**config.mk**
```make
export PLATFORM = sky130hd
export DESIGN_NAME = ffac_control
export DESIGN_NICKNAME = d
export VERILOG_FILES = /design/src/hdl/ffac_pkg.sv /design/src/hdl/ffac_control.sv
export SDC_FILE = /design/constraint.sdc
export NUM_CORES = 1
export LEC_CHECK = 0
export BUFFER_PORTS_ARGS = -buffer_cell sky130_fd_sc_hd__buf_2
export CAP_MARGIN = 40
export CORE_UTILIZATION = 49
export CTS_CLUSTER_DIAMETER = 50
export CTS_CLUSTER_SIZE = 14
export DETAILED_ROUTE_END_ITERATION = 8
export PLACE_DENSITY = 0.79
export SYNTH_ARGS = -nofsm -noshare
export SYNTH_HDL_FRONTEND = slang
export SYNTH_SLANG_ARGS = --single-unit
export TNS_END_PERCENT = 1
```
**constraint.sdc**
```tcl
create_clock -name clock -period 3 [get_ports clock]
set_input_delay 0.15 -clock clock [delete_from_list [all_inputs] [get_ports clock]]
set_output_delay 0.15 -clock clock [all_outputs]
set_load 0.005 [all_outputs]
```
**src/hdl/ffac_pkg.sv**
```systemverilog
// shared constants, codes and controller/datapath types for the first-fit allocator
`timescale 1ns / 1ps
package ffac_pkg;
   localparam int PAGE_BYTES  = 4096;
   localparam int UNIT_BYTES  = 8;
   localparam int NUM_UNITS   = PAGE_BYTES / UNIT_BYTES;
   localparam int UNIT_SHIFT  = $clog2(UNIT_BYTES);
   localparam int IDX_W       = $clog2(NUM_UNITS);
   localparam int LEN_W       = IDX_W + 1;
   localparam int SIZE_W      = 13;
   localparam int OFFS_W      = 12;
   localparam int SCAN_LANES  = 8;
   localparam int LANE_W      = $clog2(SCAN_LANES);
   localparam int SCAN_STEPS  = NUM_UNITS / SCAN_LANES;
   localparam int STEP_W      = $clog2(SCAN_STEPS);
   localparam int MARK_BITS   = 64;
   localparam int MBIT_W      = $clog2(MARK_BITS);
   localparam int MARK_WORDS  = NUM_UNITS / MARK_BITS;
   localparam int WORD_W      = $clog2(MARK_WORDS);

   typedef enum logic [1:0] {
      ST_OK        = 2'd0,
      ST_BAD_SIZE  = 2'd1,
      ST_NO_SPACE  = 2'd2,
      ST_NOT_ALLOC = 2'd3
   } status_type;

   typedef enum logic {
      OP_ALLOC = 1'b0,
      OP_FREE  = 1'b1
   } op_type;

   typedef struct packed {
      logic       clear_step;
      logic       load;
      logic       scan_step;
      logic       free_place;
      logic       alloc_place;
      logic       mark_step;
      logic       set_code;
      status_type code;
      logic       rsp_load;
   } cmd_type;

   typedef struct packed {
      logic clear_last;
      logic req_is_free;
      logic req_bad_size;
      logic req_bad_offset;
      logic len_zero;
      logic scan_hit;
      logic scan_last;
      logic mark_last;
      logic rsp_busy;
   } sts_type;
endpackage

```
**src/hdl/ffac_control.sv**
```systemverilog
// request sequencer for the first-fit allocator
`timescale 1ns / 1ps
module ffac_control (
   input  logic              clock,
   input  logic              reset,
   input  logic              req_valid,
   output logic              req_ready,
   input  ffac_pkg::sts_type sts,
   output ffac_pkg::cmd_type cmd
);
   typedef enum logic [7:0] {
      S_CLEAR = 8'b0000_0001,
      S_IDLE  = 8'b0000_0010,
      S_RDLEN = 8'b0000_0100,
      S_SCAN  = 8'b0000_1000,
      S_PLACE = 8'b0001_0000,
      S_MARK  = 8'b0010_0000,
      S_RESP  = 8'b0100_0000,
      S_HOLD  = 8'b1000_0000
   } state_type;

   state_type state_ff, state_in;
   logic      accept;

   assign req_ready = (state_ff == S_IDLE);
   assign accept    = req_valid && req_ready;

   always_comb begin
      state_in = state_ff;
      cmd      = '0;
      cmd.code = ffac_pkg::ST_OK;
      case (state_ff)
         S_CLEAR: begin
            cmd.clear_step = 1'b1;
            if (sts.clear_last) state_in = S_IDLE;
         end
         S_IDLE: begin
            if (accept) begin
               cmd.load = 1'b1;
               if (sts.req_is_free) begin
                  if (sts.req_bad_offset) begin
                     cmd.set_code = 1'b1;
                     cmd.code     = ffac_pkg::ST_NOT_ALLOC;
                     state_in     = S_RESP;
                  end else begin
                     state_in = S_RDLEN;
                  end
               end else if (sts.req_bad_size) begin
                  cmd.set_code = 1'b1;
                  cmd.code     = ffac_pkg::ST_BAD_SIZE;
                  state_in     = S_RESP;
               end else begin
                  state_in = S_SCAN;
               end
            end
         end
         S_RDLEN: begin
            if (sts.len_zero) begin
               cmd.set_code = 1'b1;
               cmd.code     = ffac_pkg::ST_NOT_ALLOC;
               state_in     = S_RESP;
            end else begin
               cmd.free_place = 1'b1;
               state_in       = S_MARK;
            end
         end
         S_SCAN: begin
            cmd.scan_step = 1'b1;
            if (sts.scan_hit) begin
               state_in = S_PLACE;
            end else if (sts.scan_last) begin
               cmd.set_code = 1'b1;
               cmd.code     = ffac_pkg::ST_NO_SPACE;
               state_in     = S_RESP;
            end
         end
         S_PLACE: begin
            cmd.alloc_place = 1'b1;
            state_in        = S_MARK;
         end
         S_MARK: begin
            cmd.mark_step = 1'b1;
            if (sts.mark_last) begin
               cmd.set_code = 1'b1;
               cmd.code     = ffac_pkg::ST_OK;
               state_in     = S_RESP;
            end
         end
         S_RESP: begin
            if (!sts.rsp_busy) begin
               cmd.rsp_load = 1'b1;
               state_in     = S_IDLE;
            end else begin
               state_in = S_HOLD;
            end
         end
         S_HOLD: begin
            // output slot still full, wait for it to drain
            if (!sts.rsp_busy) begin
               cmd.rsp_load = 1'b1;
               state_in     = S_IDLE;
            end
         end
         default: state_in = S_CLEAR;
      endcase
   end

   always_ff @(posedge clock) begin
      if (reset) begin
         state_ff <= S_CLEAR;
      end else begin
         state_ff <= state_in;
      end
   end

   a_hit_places: assert property (@(posedge clock) disable iff (reset)
      (state_ff == S_SCAN && sts.scan_hit) |=> (state_ff == S_PLACE))
      else $error("scan hit not followed by placement");

   a_rsp_slot_free: assert property (@(posedge clock) disable iff (reset)
      cmd.rsp_load |-> !sts.rsp_busy)
      else $error("result loaded over a pending result");

   a_mark_runs: assert property (@(posedge clock) disable iff (reset)
      (state_ff == S_MARK && !sts.mark_last) |=> (state_ff == S_MARK))
      else $error("mark sweep cut short");

   a_no_accept_clear: assert property (@(posedge clock) disable iff (reset)
      (state_ff == S_CLEAR) |-> !req_ready)
      else $error("request accepted during memory clear");
endmodule

```
==> results.py <==
metrics = {
    "critical_path": {
        "critPathRequiredTime_ps": 2850,
        "cp_max_fo": 7,
        "cp-startpoint": "state_ff[7]",
        "path_class": "reg2out",
        "arrival_ps": 1970,
        "reg2reg_depth": 3,
        "r2r-end": "state_ff[6]",
        "reg2reg_from": "state_ff[7]",
        "r2r_slack_ps": 1230,
        "startpoint_type": "flip-flop",
        "endpoint_kind": "output pin",
    },
    "cts": {
        "post_cts_buffers": 0,
        "cts_sinks": 8,
        "clock_path_buffers": 2,
        "htree_levels": 1,
        "ctsResizeCount": 0,
        "cts-root-buf": "clkbuf_4",
        "cts_tree": "yes",
        "path_clk_slew_ps": 60,
        "cts_hold_buf": 0,
        "cts_buffers": 3,
        "clk_latency_ps": 260,
    },
    "yosys": {
        "synth_area_leaders": "dfxtp_1 (25%), nor2_1 (5.3%), buf_6 (5.3%)",
        "synth_cell_type_count": 37,
        "ys_seq_area_share_pct": 25.0,
        "yosys.area.top_type": "dfxtp_1",
        "ys_warn_count": 0,
        "syn_avg_cell_area_um2": 7.81,
        "synth_seq_cells": 8,
        "netlist_area_um2": 641,
        "synth_nets": 94,
        "synth_top_area_share_pct": 25.0,
        "postSynthCellCount": 82,
    },
    "sta": {
        "finalSetupViolations": 0,
        "rsz0062_at_grt": "no",
        "relSlewSlack_pct": 61.7,
        "tns_ps": 0,
        "fin_crit_sh_pct": 70.6,
        "fin_ws_ps": 882,
        "worstMarginPinSlew_ps": 570,
        "skew_ps": 1.89,
        "layout_min_cycle_time_ps": 2120,
        "hold_violations": 0,
        "max_freq_mhz": 472,
        "drv_slew": 0,
    },
    "grt": {
        "grt_pass1_vias": 550,
        "grt_usage_pct": 24.6,
        "grt_overflow": 0,
        "grt_pass1_wl_mm": 2.39,
        "grt_max_degree": 11,
        "antenna_found_initial": 0,
    },
    "hold_path": {
        "holdPathEnd": "state_ff[2]",
        "hold_start": "sts[5]",
        "hp-class": "in2reg",
        "whs_path_depth": 2,
    },
    "route": {
        "drt_wl_total_mm": 1.51,
        "num_vias": 670,
        "firstDrtPassIters": 4,
        "detail-route-antenna-nets": 0,
        "dr.first_iter.drc_count": 13,
        "vias_per_cell": 5.83,
        "wl_per_cell_um": 13.1,
        "drc": 0,
    },
    "die": {
        "core-area_um2": 1160,
        "die_y_um": 38.2,
        "ios": 23,
        "start_util_pct": 55.4,
        "num_rows": 12,
        "die_x_um": 38.2,
        "die_area_um2": 1460,
    },
    "finish": {
        "drive_above_1_share_pct": 32.7,
        "reg_top3": "state_ff: 8 flops",
        "final_common_cell": "buf_2",
        "largest_reg_flops": 8,
        "syn2layout_area_growth_pct": 15.4,
        "regMostFlops": "state_ff",
        "finalNetCount": 115,
        "antennaDiodeCount": 0,
        "layout_common_cells": "buf_2 (22), nor2_1 (9), inv_1 (8), dfxtp_1 (8), nand2_1 (7)",
        "multi_input_area_um2": 399,
        "n_fill_cell": 99,
        "layout.area.seq_um2": 160,
    },
    "pwr": {
        "ir_drop_mv": 0.285,
        "p_leak_nw": 0.367,
        "power.density_nw_per_um2": 477,
    },
    "status": {
        "status": "completed",
    },
    "flow_run": {
        "cap_violations": 0,
    },
    "place": {
        "io_buffers": 22,
        "place_ws_ps": 1180,
        "hpwl_mm": 1.16,
        "gp_congestion": 0.930,
    },
}
==> worst max path at each step <==
stage                  endpoint  slack (ps)  depth (start not counted)
global placement         cmd[2]        1190                          4
finish                   cmd[2]         880                          4
CTS                      cmd[2]         890                          4
floorplan           state_ff[6]        1290                          4
global route             cmd[3]         830                          4
detailed placement       cmd[2]        1180                          4
==> per-layer routing <==
layer	vias up	wire length (µm)	global-route usage [%]
li1	340	-	-
met1	301	725	32.3
met2	25	660	35.6
met3	4	81	4.07
met4	0	39	17.9
met5	-	0	0
==> Yosys cell counts (all sizes together) <==
master and instances:
a2111oi 1, a211oi 1, a21o 1, a21oi 1, a22oi 1, a311oi 2, a31oi 1, a32oi 2
and2 1, and3 1, and4b 2, buf 4, clkbuf 2, dfxtp 8, inv 8, mux2 1
nand2 7, nand2b 1, nand3 2, nor2 9, nor2b 1, nor3 5, nor3b 1, nor4 2
nor4b 3, nor4bb 1, o21ai 2, o22a 1, o41ai 1, or2 1, or3 1, or3b 1
or4 3, xor2 3
==> final cells by class <==
cell class,instances,share of cell area [%]
clock buffers,3,3.05
inverters,8,4.06
multi-input cells,60,54.0
flip-flops and latches,8,21.7
well taps,14,2.37
repair buffers,22,14.9
==> power breakdown <==
part           switching, mW  internal, mW  leakage, nW
logic                 0.0648        0.0649        0.289
registers             0.0196         0.116       0.0650
clock network         0.0416        0.0461       0.0138
==> stage by stage <==
| stage | std cells | power, mW | utilization, % | area (µm²) | hold slack (ps) |
|---|---|---|---|---|---|
| finish | 115 | 0.353 | 64.0 | 739 | 72.4 |
| global route | 115 | 0.375 | 64.0 | 739 | 70.0 |
| CTS | 115 | 0.351 | 64.0 | 739 | 71.9 |
| detailed placement | 112 | 0.265 | 62.0 | 717 | 344 |
| global placement | 112 | 0.262 | 62.0 | 717 | 335 |
| floorplan | 82 | 0.236 | - | 641 | 218 |
==> critical path, stage by stage (launching register included) <==
cell     delay, ps
dfxtp_1        370
or4_4          590
or4_4          530
o21ai_0         90
buf_2          130
==> cells by family after synthesis <==
group / share of synthesized area (%)
buffers and inverters: 12.7
and+or+nand+nor: 38.9
xor gates and xnor gates: 4.10
DFF: 25.0
muxes: 1.76
AOI/OAI and AO/OA: 17.6
Power figures use the tool's default switching activity.
